--- src/vsar_pkg.sv ---
// Shared codes and masks for the video scroll and address register set.
// Used by the top level; depends on nothing.
package vsar_pkg;

  localparam int OAM_DEPTH = 256;
  localparam int OAM_AW    = $clog2(OAM_DEPTH);

  typedef enum logic [3:0] {
    KIND_CPU_WR     = 4'd0,
    KIND_CPU_RD     = 4'd1,
    KIND_INC_X      = 4'd2,
    KIND_INC_Y      = 4'd3,
    KIND_COPY_H     = 4'd4,
    KIND_COPY_V     = 4'd5,
    KIND_VBLANK     = 4'd6,
    KIND_OVERFLOW   = 4'd7,
    KIND_SPR0_HIT   = 4'd8,
    KIND_PRE_CLEAR  = 4'd9
  } kind_t;

  typedef logic [2:0] reg_idx_t;
  localparam reg_idx_t REG_CTRL   = 3'd0;
  localparam reg_idx_t REG_MASK   = 3'd1;
  localparam reg_idx_t REG_STATUS = 3'd2;
  localparam reg_idx_t REG_OAMADR = 3'd3;
  localparam reg_idx_t REG_OAMDAT = 3'd4;
  localparam reg_idx_t REG_SCROLL = 3'd5;
  localparam reg_idx_t REG_ADDR   = 3'd6;
  localparam reg_idx_t REG_DATA   = 3'd7;

  // Status flag positions.
  localparam int ST_OVERFLOW = 0;
  localparam int ST_SPR0_HIT = 1;
  localparam int ST_VBLANK   = 2;

  // Scroll address fields: fine Y [14:12], name table [11:10],
  // coarse Y [9:5], coarse X [4:0].
  localparam logic [14:0] HORIZ_MASK = 15'h041F;
  localparam logic [14:0] VERT_MASK  = 15'h7BE0;

endpackage

--- src/vsar_in_if.sv ---
// Input request channel: valid/ready handshake with one event as payload.
// No dependencies.
interface vsar_in_if;
  logic       valid;
  logic       ready;
  logic [3:0] kind;
  logic [2:0] reg_index;
  logic [7:0] data_in;

  modport source (output valid, kind, reg_index, data_in, input ready);
  modport sink   (input valid, kind, reg_index, data_in, output ready);
endinterface

--- src/vsar_out_if.sv ---
// Result channel: valid/ready handshake with one result per event.
// No dependencies.
interface vsar_out_if;
  logic        valid;
  logic        ready;
  logic [7:0]  read_data;
  logic [13:0] vram_addr;
  logic        vram_strobe;
  logic        vram_is_write;
  logic [7:0]  vram_wdata;
  logic [14:0] current_addr;
  logic [2:0]  fine_x_out;
  logic        nmi_pulse;
  logic [7:0]  control_out;
  logic [7:0]  mask_out;

  modport source (output valid, read_data, vram_addr, vram_strobe, vram_is_write,
                  vram_wdata, current_addr, fine_x_out, nmi_pulse, control_out,
                  mask_out, input ready);
  modport sink   (input valid, read_data, vram_addr, vram_strobe, vram_is_write,
                  vram_wdata, current_addr, fine_x_out, nmi_pulse, control_out,
                  mask_out, output ready);
endinterface

--- src/video_scroll_address_registers.sv ---
// Top level of the picture unit's CPU register set with scroll address logic.
// Depends on vsar_pkg, vsar_in_if and vsar_out_if.
//
//  channel   | dir | handshake           | payload
//  ----------+-----+---------------------+-----------------------------------
//  in_chan   | in  | valid/ready         | kind, reg_index, data_in
//  out_chan  | out | valid/ready         | read_data, vram_*, current_addr, ...
//
// One request per cycle while the result register is not stalled: each request
// goes from the input register through the register update logic into the result register.
// The sprite table is a 256-byte memory with one registered read port that
// always holds the byte at the sprite address; per-entry valid bits make it
// read as zero after reset, so no clearing pass is needed.
// A stalled result holds in the result register; the input register still
// takes a request whenever the request ahead of it moves on.
module video_scroll_address_registers (
  input  logic              clk,
  input  logic              rst_n,
  vsar_in_if.sink           in_chan,
  vsar_out_if.source        out_chan
);
  import vsar_pkg::*;

  // Input register.
  logic              ivld_r;
  logic [3:0]        kind_r;
  reg_idx_t          idx_r;
  logic [7:0]        din_r;

  // Block state.
  logic [14:0]       cur_r, cur_nxt;
  logic [14:0]       tmp_r, tmp_nxt;
  logic [2:0]        fx_r, fx_nxt;
  logic              wt_r, wt_nxt;
  logic [7:0]        ctrl_r, ctrl_nxt;
  logic [7:0]        mask_r, mask_nxt;
  logic [2:0]        stat_r, stat_nxt;
  logic [OAM_AW-1:0] oaddr_r, oaddr_nxt;

  // Sprite table.
  logic [7:0]           oam_mem [OAM_DEPTH];
  logic [OAM_DEPTH-1:0] oam_vld_r;
  logic [7:0]           oam_raw_r;
  logic                 oam_hit_r;
  logic                 oam_we;
  logic [7:0]           oam_q;

  // Result register.
  logic        ovld_r;
  logic [7:0]  rdata_r, rdata_nxt;
  logic [13:0] vaddr_r, vaddr_nxt;
  logic        strobe_r, strobe_nxt;
  logic        iswr_r, iswr_nxt;
  logic [7:0]  wdata_r, wdata_nxt;
  logic        nmi_r, nmi_nxt;

  logic        fire;
  logic        rendering;
  logic [4:0]  coarse_y;
  logic [14:0] port_step;

  assign fire          = ivld_r && (!ovld_r || out_chan.ready);
  assign in_chan.ready = !ivld_r || fire;
  assign rendering     = mask_r[3] || mask_r[4];
  assign oam_q         = oam_hit_r ? oam_raw_r : 8'd0;
  assign port_step     = ctrl_r[2] ? 15'd32 : 15'd1;
  assign coarse_y      = cur_r[9:5];

  always_comb begin
    cur_nxt    = cur_r;
    tmp_nxt    = tmp_r;
    fx_nxt     = fx_r;
    wt_nxt     = wt_r;
    ctrl_nxt   = ctrl_r;
    mask_nxt   = mask_r;
    stat_nxt   = stat_r;
    oaddr_nxt  = oaddr_r;
    oam_we     = 1'b0;
    rdata_nxt  = 8'd0;
    vaddr_nxt  = 14'd0;
    strobe_nxt = 1'b0;
    iswr_nxt   = 1'b0;
    wdata_nxt  = 8'd0;
    nmi_nxt    = 1'b0;
    if (fire) begin
      case (kind_t'(kind_r))
        KIND_CPU_WR: begin
          case (idx_r)
            REG_CTRL: begin
              ctrl_nxt        = din_r;
              tmp_nxt[11:10]  = din_r[1:0];
            end
            REG_MASK:   mask_nxt = din_r;
            REG_OAMADR: oaddr_nxt = din_r[OAM_AW-1:0];
            REG_OAMDAT: begin
              oam_we    = 1'b1;
              oaddr_nxt = oaddr_r + 1'b1;
            end
            REG_SCROLL: begin
              if (!wt_r) begin
                tmp_nxt[4:0] = din_r[7:3];
                fx_nxt       = din_r[2:0];
                wt_nxt       = 1'b1;
              end else begin
                tmp_nxt[14:12] = din_r[2:0];
                tmp_nxt[9:5]   = din_r[7:3];
                wt_nxt         = 1'b0;
              end
            end
            REG_ADDR: begin
              if (!wt_r) begin
                tmp_nxt[14]   = 1'b0;
                tmp_nxt[13:8] = din_r[5:0];
                wt_nxt        = 1'b1;
              end else begin
                tmp_nxt[7:0] = din_r;
                cur_nxt      = {tmp_r[14:8], din_r};
                wt_nxt       = 1'b0;
              end
            end
            REG_DATA: begin
              vaddr_nxt  = cur_r[13:0];
              strobe_nxt = 1'b1;
              iswr_nxt   = 1'b1;
              wdata_nxt  = din_r;
              cur_nxt    = cur_r + port_step;
            end
            default: ;
          endcase
        end
        KIND_CPU_RD: begin
          case (idx_r)
            REG_STATUS: begin
              rdata_nxt           = {stat_r, 5'd0};
              wt_nxt              = 1'b0;
              stat_nxt[ST_VBLANK] = 1'b0;
            end
            REG_OAMDAT: rdata_nxt = oam_q;
            REG_DATA: begin
              vaddr_nxt  = cur_r[13:0];
              strobe_nxt = 1'b1;
              cur_nxt    = cur_r + port_step;
            end
            default: ;
          endcase
        end
        KIND_INC_X: begin
          if (rendering) begin
            if (cur_r[4:0] == 5'd31) begin
              cur_nxt[4:0] = 5'd0;
              cur_nxt[10]  = !cur_r[10];
            end else begin
              cur_nxt[4:0] = cur_r[4:0] + 5'd1;
            end
          end
        end
        KIND_INC_Y: begin
          if (rendering) begin
            if (cur_r[14:12] != 3'd7) begin
              cur_nxt[14:12] = cur_r[14:12] + 3'd1;
            end else begin
              cur_nxt[14:12] = 3'd0;
              // Row 29 is the last visible row and flips the vertical name
              // table; rows 30 and 31 sit in attribute space, and row 31 wraps silently.
              if (coarse_y == 5'd29) begin
                cur_nxt[9:5] = 5'd0;
                cur_nxt[11]  = !cur_r[11];
              end else if (coarse_y == 5'd31) begin
                cur_nxt[9:5] = 5'd0;
              end else begin
                cur_nxt[9:5] = coarse_y + 5'd1;
              end
            end
          end
        end
        KIND_COPY_H: begin
          if (rendering) cur_nxt = (cur_r & VERT_MASK) | (tmp_r & HORIZ_MASK);
        end
        KIND_COPY_V: begin
          if (rendering) cur_nxt = (cur_r & HORIZ_MASK) | (tmp_r & VERT_MASK);
        end
        KIND_VBLANK: begin
          stat_nxt[ST_VBLANK] = 1'b1;
          nmi_nxt             = ctrl_r[7];
        end
        KIND_OVERFLOW:  stat_nxt[ST_OVERFLOW] = 1'b1;
        KIND_SPR0_HIT:  stat_nxt[ST_SPR0_HIT] = 1'b1;
        KIND_PRE_CLEAR: stat_nxt = 3'd0;
        default: ;
      endcase
    end
  end

  // Control and state registers.
  always_ff @(posedge clk) begin
    if (!rst_n) begin
      ivld_r    <= 1'b0;
      ovld_r    <= 1'b0;
      cur_r     <= '0;
      tmp_r     <= '0;
      fx_r      <= '0;
      wt_r      <= 1'b0;
      ctrl_r    <= '0;
      mask_r    <= '0;
      stat_r    <= '0;
      oaddr_r   <= '0;
      oam_vld_r <= '0;
      oam_hit_r <= 1'b0;
    end else begin
      if (in_chan.ready) ivld_r <= in_chan.valid;
      ovld_r    <= fire || (ovld_r && !out_chan.ready);
      cur_r     <= cur_nxt;
      tmp_r     <= tmp_nxt;
      fx_r      <= fx_nxt;
      wt_r      <= wt_nxt;
      ctrl_r    <= ctrl_nxt;
      mask_r    <= mask_nxt;
      stat_r    <= stat_nxt;
      oaddr_r   <= oaddr_nxt;
      if (oam_we) oam_vld_r[oaddr_r] <= 1'b1;
      // A table write never lands on the next read address, so the old
      // valid bit is the right one.
      oam_hit_r <= oam_vld_r[oaddr_nxt];
    end
  end

  // Input payload register.
  always_ff @(posedge clk) begin
    if (in_chan.ready) begin
      kind_r <= in_chan.kind;
      idx_r  <= in_chan.reg_index;
      din_r  <= in_chan.data_in;
    end
  end

  // Sprite table: one write port and a registered read at the next address.
  always_ff @(posedge clk) begin
    if (oam_we) oam_mem[oaddr_r] <= din_r;
    oam_raw_r <= oam_mem[oaddr_nxt];
  end

  // Result payload register.
  always_ff @(posedge clk) begin
    if (fire) begin
      rdata_r  <= rdata_nxt;
      vaddr_r  <= vaddr_nxt;
      strobe_r <= strobe_nxt;
      iswr_r   <= iswr_nxt;
      wdata_r  <= wdata_nxt;
      nmi_r    <= nmi_nxt;
    end
  end

  // Scroll, control and mask outputs show the state after the request, which
  // stays put until the next request fires, and that one waits for this result.
  assign out_chan.valid         = ovld_r;
  assign out_chan.read_data     = rdata_r;
  assign out_chan.vram_addr     = vaddr_r;
  assign out_chan.vram_strobe   = strobe_r;
  assign out_chan.vram_is_write = iswr_r;
  assign out_chan.vram_wdata    = wdata_r;
  assign out_chan.current_addr  = cur_r;
  assign out_chan.fine_x_out    = fx_r;
  assign out_chan.nmi_pulse     = nmi_r;
  assign out_chan.control_out   = ctrl_r;
  assign out_chan.mask_out      = mask_r;

  a_oam_step: assert property (@(posedge clk) disable iff (!rst_n)
    oam_we |=> oaddr_r == $past(oaddr_r) + 1'b1)
    else $error("sprite address did not step after a table write");

  a_vblank_set: assert property (@(posedge clk) disable iff (!rst_n)
    fire && kind_r == KIND_VBLANK |=> stat_r[ST_VBLANK])
    else $error("vblank flag not set");

  a_nmi_cause: assert property (@(posedge clk) disable iff (!rst_n)
    fire && nmi_nxt |=> stat_r[ST_VBLANK] && ctrl_r[7] && out_chan.nmi_pulse)
    else $error("nmi pulse without vblank and enable");

  a_status_read: assert property (@(posedge clk) disable iff (!rst_n)
    fire && kind_r == KIND_CPU_RD && idx_r == REG_STATUS |=> !wt_r && !stat_r[ST_VBLANK])
    else $error("status read did not clear toggle and vblank");

  a_ready_free: assert property (@(posedge clk) disable iff (!rst_n)
    !ovld_r |-> in_chan.ready)
    else $error("input stalled with an empty result register");

endmodule
--- src/flat_wrapper.sv ---
// flat-port wrapper written by rule: the top's interface ports become plain ports
module video_scroll_address_registers_flat import vsar_pkg::*;
  (clk, rst_n, in_chan_valid, in_chan_kind, in_chan_reg_index, in_chan_data_in, in_chan_ready, out_chan_valid, out_chan_read_data, out_chan_vram_addr, out_chan_vram_strobe, out_chan_vram_is_write, out_chan_vram_wdata, out_chan_current_addr, out_chan_fine_x_out, out_chan_nmi_pulse, out_chan_control_out, out_chan_mask_out, out_chan_ready);
  vsar_in_if in_chan_i ();
  vsar_out_if out_chan_i ();
  input  logic clk;
  input  logic rst_n;
  input wire logic [$bits(in_chan_i.valid)-1:0] in_chan_valid;
  input wire logic [$bits(in_chan_i.kind)-1:0] in_chan_kind;
  input wire logic [$bits(in_chan_i.reg_index)-1:0] in_chan_reg_index;
  input wire logic [$bits(in_chan_i.data_in)-1:0] in_chan_data_in;
  output wire logic [$bits(in_chan_i.ready)-1:0] in_chan_ready;
  output wire logic [$bits(out_chan_i.valid)-1:0] out_chan_valid;
  output wire logic [$bits(out_chan_i.read_data)-1:0] out_chan_read_data;
  output wire logic [$bits(out_chan_i.vram_addr)-1:0] out_chan_vram_addr;
  output wire logic [$bits(out_chan_i.vram_strobe)-1:0] out_chan_vram_strobe;
  output wire logic [$bits(out_chan_i.vram_is_write)-1:0] out_chan_vram_is_write;
  output wire logic [$bits(out_chan_i.vram_wdata)-1:0] out_chan_vram_wdata;
  output wire logic [$bits(out_chan_i.current_addr)-1:0] out_chan_current_addr;
  output wire logic [$bits(out_chan_i.fine_x_out)-1:0] out_chan_fine_x_out;
  output wire logic [$bits(out_chan_i.nmi_pulse)-1:0] out_chan_nmi_pulse;
  output wire logic [$bits(out_chan_i.control_out)-1:0] out_chan_control_out;
  output wire logic [$bits(out_chan_i.mask_out)-1:0] out_chan_mask_out;
  input wire logic [$bits(out_chan_i.ready)-1:0] out_chan_ready;
  assign in_chan_i.valid = in_chan_valid;
  assign in_chan_i.kind = in_chan_kind;
  assign in_chan_i.reg_index = in_chan_reg_index;
  assign in_chan_i.data_in = in_chan_data_in;
  assign in_chan_ready = in_chan_i.ready;
  assign out_chan_valid = out_chan_i.valid;
  assign out_chan_read_data = out_chan_i.read_data;
  assign out_chan_vram_addr = out_chan_i.vram_addr;
  assign out_chan_vram_strobe = out_chan_i.vram_strobe;
  assign out_chan_vram_is_write = out_chan_i.vram_is_write;
  assign out_chan_vram_wdata = out_chan_i.vram_wdata;
  assign out_chan_current_addr = out_chan_i.current_addr;
  assign out_chan_fine_x_out = out_chan_i.fine_x_out;
  assign out_chan_nmi_pulse = out_chan_i.nmi_pulse;
  assign out_chan_control_out = out_chan_i.control_out;
  assign out_chan_mask_out = out_chan_i.mask_out;
  assign out_chan_i.ready = out_chan_ready;
  video_scroll_address_registers u_core (.clk(clk), .rst_n(rst_n), .in_chan(in_chan_i), .out_chan(out_chan_i));
endmodule
--- config.mk ---
export PLATFORM = sky130hd
export DESIGN_NAME = video_scroll_address_registers_flat
export DESIGN_NICKNAME = d
export VERILOG_FILES = /design/src/vsar_pkg.sv /design/src/vsar_in_if.sv /design/src/vsar_out_if.sv /design/src/video_scroll_address_registers.sv /design/src/flat_wrapper.sv
export SDC_FILE = /design/constraint.sdc
export NUM_CORES = 2
export LEC_CHECK = 0
export ABC_AREA = 0
export BUFFER_PORTS_ARGS = -buffer_cell sky130_fd_sc_hd__buf_2
export CORE_UTILIZATION = 55
export CTS_BUF_LIST = sky130_fd_sc_hd__clkbuf_8
export DETAILED_ROUTE_END_ITERATION = 16
export PLACE_DENSITY = 0.76
export SYNTH_ARGS = -nofsm -noshare
export SYNTH_HDL_FRONTEND = slang
export SYNTH_SLANG_ARGS = --single-unit
--- constraint.sdc ---
create_clock -name clk -period 5.5 [get_ports clk]
set_input_delay 0.55 -clock clk [delete_from_list [all_inputs] [get_ports clk]]
set_output_delay 0.55 -clock clk [all_outputs]
set_load 0.05 [all_outputs]
[After elaboration in Yosys (flattened, before gate mapping)]
Memory sizes are Yosys's and may differ from the RTL's. A register that Yosys moved wholly into a read port is not among the register bits.
Index checks and enable logic that the tools add are counted.
Storage, ports and cells
  bits of input ports: 19
  bits in registers: 368
  ROM bits: 0
  bits in writable memories: 2048
  memories kept: 1
  latch bits: 0
  output and inout bits: 69
Memories
  u_core.oam_mem: words 256, width 8, rd ports 1, clocked after memory_dff 1, wr ports 1, line video_scroll_address_registers.sv:41  | logic [7:0] oam_mem [OAM_DEPTH];
Cells by class
  multiply operators: 0
  mux-type cells: 52
  magnitude comparators: 3
  div/mod/pow operators: 0
  bitwise gates (word level): 4
  $add $sub $neg: 5
  shift-type cells: 0
  equal/unequal tests: 36
  reduce and logical (&&, ||, !) cells: 42
Operator list (count)
  256-bit bitwise OR: 1
  15-bit two-way mux: 4
  5-bit one-hot mux with 5 select lines: 2
  5-bit two-way mux: 8
  8-bit two-way mux: 4
  8-bit one-hot mux with 2 select lines: 2
  15-bit one-hot mux with 2 select lines: 1
  10-bit one-hot mux with 2 select lines: 1
  4-bit one-hot mux with 5 select lines: 1
  8-bit by 9-bit < comparator with 1-bit output, second input constant: 2
  9-bit AND reduction: 2
  4-bit by 3-bit == test with 1-bit output, second input constant: 4
  2-bit by 1-bit inequality test with 1-bit output, second input constant: 8
  8-bit AND reduction: 2
  15-bit adder: 1
  5-bit == test, second input constant: 3
  1-bit two-way mux: 15
  11-bit by 15-bit bitwise OR with 15-bit output: 1
  15-bit by 11-bit bitwise OR with 15-bit output: 1
  5-bit AND reduction: 3
  3-bit == test, second input constant: 4
  2-bit inequality test, second input constant: 6
  4-bit AND reduction: 3
  5-bit by 1-bit adder with 5-bit output, second input constant: 2
  other kinds (34): 61

[Logic depth before layout (Yosys ltp)]
  depth in word-level cells: 6
  depth in mapped cells: 19

[Least setup slack after synthesis]
OpenSTA, ideal clock, no wires.
  path kind: register to register
  start: register u_core.din_r[0]
  end: register u_core.oam_hit_r
  setup time: 122 ps
  setup slack: -453 ps
  cell stages (with the launch flop): 11
  data required time: 5378 ps
  arrival time: 5831 ps
  period minus slack after synthesis: 5953 ps
  path through: edfxtp_1 > clkbuf_1 > a22o_1 > nand2_2 > nand2_1 > buf_6 > mux4_1 > a22oi_1 > a211oi_1 > or4_1 > o311a_1
Between the ends
  word-level cells in the longest chain between the ends: 5
RTL lines
  from (decl): line video_scroll_address_registers.sv:28  | logic [7:0] din_r;
  from (signal assigned): line video_scroll_address_registers.sv:232  | din_r <= in_chan.data_in;
  8-bit one-hot mux with 2 select lines: line video_scroll_address_registers.sv:88  | case (idx_r)
  8-bit two-way mux: line video_scroll_address_registers.sv:86  | case (kind_t'(kind_r))
  8-bit two-way mux: line video_scroll_address_registers.sv:85  | if (fire) begin
  1-bit binary-select mux with 8-bit select: line video_scroll_address_registers.sv:223  | oam_hit_r <= oam_vld_r[oaddr_nxt];
  1-bit two-way mux (not written as such): line video_scroll_address_registers.sv:223
  to (signal assigned): line video_scroll_address_registers.sv:223
  to (decl): line video_scroll_address_registers.sv:44  | logic oam_hit_r;
No other way between the ends. The select of a mux whose other input is x is not followed.
A chain may end at the register's enable or synchronous reset.

[Worst setup path in the final report]
  start: register u_core.idx_r[2]
  end: register u_core.oam_raw_r[5], read port of u_core.oam_mem
Between the ends
  word-level cells in the longest chain between the ends: 4
  elaborated cells between the ends (all ways): 5
  those cells by class: eq/ne: 2; mux: 3
RTL lines
  from (decl): line video_scroll_address_registers.sv:27  | reg_idx_t idx_r;
  from (signal assigned): line video_scroll_address_registers.sv:231  | idx_r <= in_chan.reg_index;
  3-bit == test / 3-bit by 2-bit == test with 1-bit output (equally long branches): line video_scroll_address_registers.sv:88
  8-bit one-hot mux with 2 select lines (*): line video_scroll_address_registers.sv:88
  8-bit two-way mux (*): line video_scroll_address_registers.sv:86
  8-bit two-way mux (*): line video_scroll_address_registers.sv:85
  to (decl): line video_scroll_address_registers.sv:43  | logic [7:0] oam_raw_r;
Mark *: on every way between the ends. The rest lies on a longest branch, timed or not.

==> impl_results.md <==
* Status: finished, violations left
* Violated checks: capacitance limit, slew limit
* # setup viols final at 0
* Gate power share at 2.0%
* Routed via count at 66.3k
* Initial Util at 55.6%
* Global-route wire length before repair at 425000 um
* Clock sinks at 2424
* Detail Placement HPWL at 183000 um
* Synth area leader: edfxtp_1
* Chip height at 422 um
* Worst EP required at 6480 ps
* Pleak at 37.8 nW
* IO Port Bufs at 87
* Post-route cell area at 0.109 mm^2
* Hold Crit Class: in -> reg
* Post-Syn Area at 0.0969 mm^2
* Resized Gates After CTS at 0
* Utilization after layout at 62.4%
* Largest cells by area after synthesis: edfxtp_1, dfxtp_1, nand2_1
* Clock Path Buffers at 4
* Synth top area share at 64.9%
* Crit Path Max Fanout at 56
* CTS Buf Count at 390
* Minimum clock period at 5270 ps
* Root buf cell: clkbuf_8
* Synthesized instance count at 7016
* Final WL at 298000 um
* Die Wd at 422 um
* DRT iter0 DRCs at 12.2k
* Sw Share at 21.7%
* Hold path cells at 3
* Fmax at 0.190 GHz
* Number of synthesized flops with an enable pin at 2096
* Worst skew pair latency at 1100 ps
* Register area share after synthesis at 71.7%
* R2R depth at 14
* Crit. End Element: flip-flop
* Ys flop type: edfxtp_1
* Final Cycle Share at 95.9%
* Slowest stage delay, CP at 760 ps
* CP Data Arrival Time at 6250 ps
* Drt first pass iters at 8
* Top delay family on crit path: simple AND/OR/NAND/NOR gates
* Pin count of the biggest net entering global routing at 209
* Post-Layout Cell Count at 10.1k
* H-tree Lvls at 5
* RSZ-0062 raised after global routing: no
* Cell variety after synth at 104
* Startpoint types: flip-flop
* Total Die Area at 0.178 mm^2
* Clk pin slew, worst setup/hold paths at 60 ps
* Number of global-route vias before repair at 61.9k
* Worst Tran Pin Value at 1520 ps
* Total track usage at 32.7%
* FILL cells at 12.3k
* Antenna violations before repair at 17
* Sw Pwr at 7.66 mW
* Hold Violations, Final at 0
* Clock power share at 41.2%
* Remaining Overflow, GRT at 0
* Clock skew at 99.1 ps
* Worst path bufs/invs at 3
* Internal power at 27.6 mW
* CTS tree: built
* Maximum vdd drop at 276 uV
* Area growth syn-to-layout at 12.3%
* Core area at 0.174 mm^2
* Nets at 7495
* Placed cell count at 9376
* Pwr Density at 324 mW/mm^2
* Yosys warning count at 0
* Post-route DRC at 0
* Asr flop ratio synth at 0%
* Slowest cell on crit path: nor2_4
* CP Class: reg -> reg
* Overall power at 35.3 mW
* CP most frequent cell: buf_4
* Register Area at 0.0695 mm^2
* Crit-path cells: or3b_1 -> nand2_4 -> a21oi_4 -> nor2_4 -> buf_12 -> buf_4 -> mux4_2 -> and3_1 -> a31oi_1 -> o21ai_0 -> nor3_1 -> buf_4 -> nor4_1 -> o2111a_1
* Routability Congestion at 1.03
* Count of final max-slew check failures at 11
* Footprint of the multi-input gates at 0.0250 mm^2
* Synth Register Bits at 2424
* Max Cap Violations at 1
* Area post-placement at 0.101 mm^2
* Slew headroom at -1.72%
* Part of the power in registers at 56.8%
* I/O pins at 88
* Mapped Nets at 7049
* Number of placement rows at 153
* Mean Syn Cell Area at 13.8 um^2
* Routed Antenna Nets at 0
* Drt wl/cell at 29.4 um
* Stages on worst setup path at 14
* Vias per Instance at 6.55
* Ratio of cells with drive above 1 in the final layout at 15.9%
[sequential cells by signal, indices dropped and copies added (netlist names), 3 cells and up]
signal and count:
u_core.oam_vld_r 256, u_core.oaddr_r 8, u_core.din_r 8, u_core.oam_raw_r 8, u_core.idx_r 3, u_core.out_chan.fine_x_out 3, u_core.tmp_r 15, u_core.out_chan.mask_out 8
u_core.out_chan.read_data 8, u_core.out_chan.vram_addr 14, u_core.out_chan.control_out 8, u_core.out_chan.vram_wdata 8, u_core.out_chan.current_addr 15, u_core.kind_r 4, u_core.oam_mem 2048, u_core.stat_r 3
[area by class of cell]
type	instances	area share (%)
antenna	19	0.0437
clock buffer	443	5.60
sequential	2424	63.8
inverter	14	0.0552
timing repair buffer	514	3.81
clock inverter	263	1.07
multi-input combinational	4118	22.9
tap	2325	2.67
[placed cells by master, fill, tap and decap left out, types with 17 or more instances in the layout]
cell              n
o22ai_1          33
buf_4           371
a221oi_1         44
inv_1           173
a21oi_1         121
and2_1           24
dlygate4sd3_1    18
and3_1          222
clkbuf_8        443
a311oi_1        131
mux4_2          159
nand4_1          37
o21ai_0          93
a22o_1           21
mux2i_1         152
o211ai_1         38
edfxtp_1       2096
a32oi_1          36
clkinv_1         43
a22oi_1          63
dfxtp_1         328
nand2_1        1189
nor3_1           32
a31oi_1         116
diode_2          19
clkinv_2         49
nand3_1         286
buf_12           37
o21a_1           17
nor2_1          888
a211oi_1        134
buf_2            87
[final timing paths]
| path | startpoint | endpoint | slack (ps) |
|---|---|---|---|
| max | u_core.idx_r[2] | u_core.oam_raw_r[5] | 230 |
| min | rst_n | u_core.oam_vld_r[247] | 200 |
| min reg2reg | u_core.oam_vld_r[247] | u_core.oam_vld_r[247] | 460 |
| max reg2reg | u_core.idx_r[2] | u_core.oam_raw_r[5] | 230 |
[power groups by stage]
| stage | Combinational, mW | Clock, mW | Sequential (mW) |
|---|---|---|---|
| 2_1_floorplan | 0.213 | 0 | 20.6 |
| 4_1_cts | 0.676 | 14.5 | 20.0 |
| 3_5_place_dp | 0.665 | 0 | 20.4 |
| 6_report | 0.696 | 14.5 | 20.0 |
| 5_1_grt | 0.717 | 15.3 | 20.0 |
| 3_3_place_gp | 0.646 | 0 | 20.4 |
[synthesized netlist by cell type, drive strengths merged, types with 22 or more instances]
library cell	count
and3	222
dfxtp	328
mux4	164
mux2i	152
edfxtp	2096
nand2	1196
clkbuf	173
nand4	38
buf	287
o21ai	106
a211oi	140
nand3	289
a32oi	36
nor4	22
o211ai	41
and2	26
nor2	904
a21oi	124
o22ai	36
nor3	34
a31oi	116
a22oi	64
a221oi	47
a311oi	132
[cell families after synthesis]
group                    count (synthesis)  synth area share, %
XOR/XNOR                                14                0.126
AO/OA/AOI/OAI                          977                 7.38
flip-flops                            2424                 71.7
buffers and inverters                  474                 2.74
multiplexers                           318                 5.43
AND/OR/NAND/NOR                       2795                 12.5
adder cells (fa/ha/maj)                 14                0.181
[timing repair]
| action | CTS | global route |
|---|---|---|
| endpoints found under the hold margin | 17 | 0 |
| setup endpoints to repair | 0 | 0 |
| hold buffers | 18 | 0 |
| setup buffers | 0 | 0 |
[metrics by stage]
stage          TNS, ps  hold WS, ps  worst slack, ps
3_3_place_gp         0          443              558
2_1_floorplan    -2780          432             -434
4_1_cts              0          114              564
5_1_grt              0          177              104
3_5_place_dp         0          453              582
6_report             0          197              226
[worst min-delay path: cells and delay by family]
kind	cells	cell delay [ps]
buffers and inverters	2	440
AO/OA/AOI/OAI	1	210
[metal layers]
| layer | GRT usage, % | up-vias | share of wire, % |
|---|---|---|---|
| li1 | - | 27400 | - |
| met1 | 43.5 | 32300 | 35 |
| met2 | 47.7 | 5597 | 44 |
| met3 | 10.6 | 1011 | 15 |
| met4 | 18.1 | 6 | 6.3 |
| met5 | 0 | - | 0.013 |
Note: power is estimated with default switching activity, not from simulation.
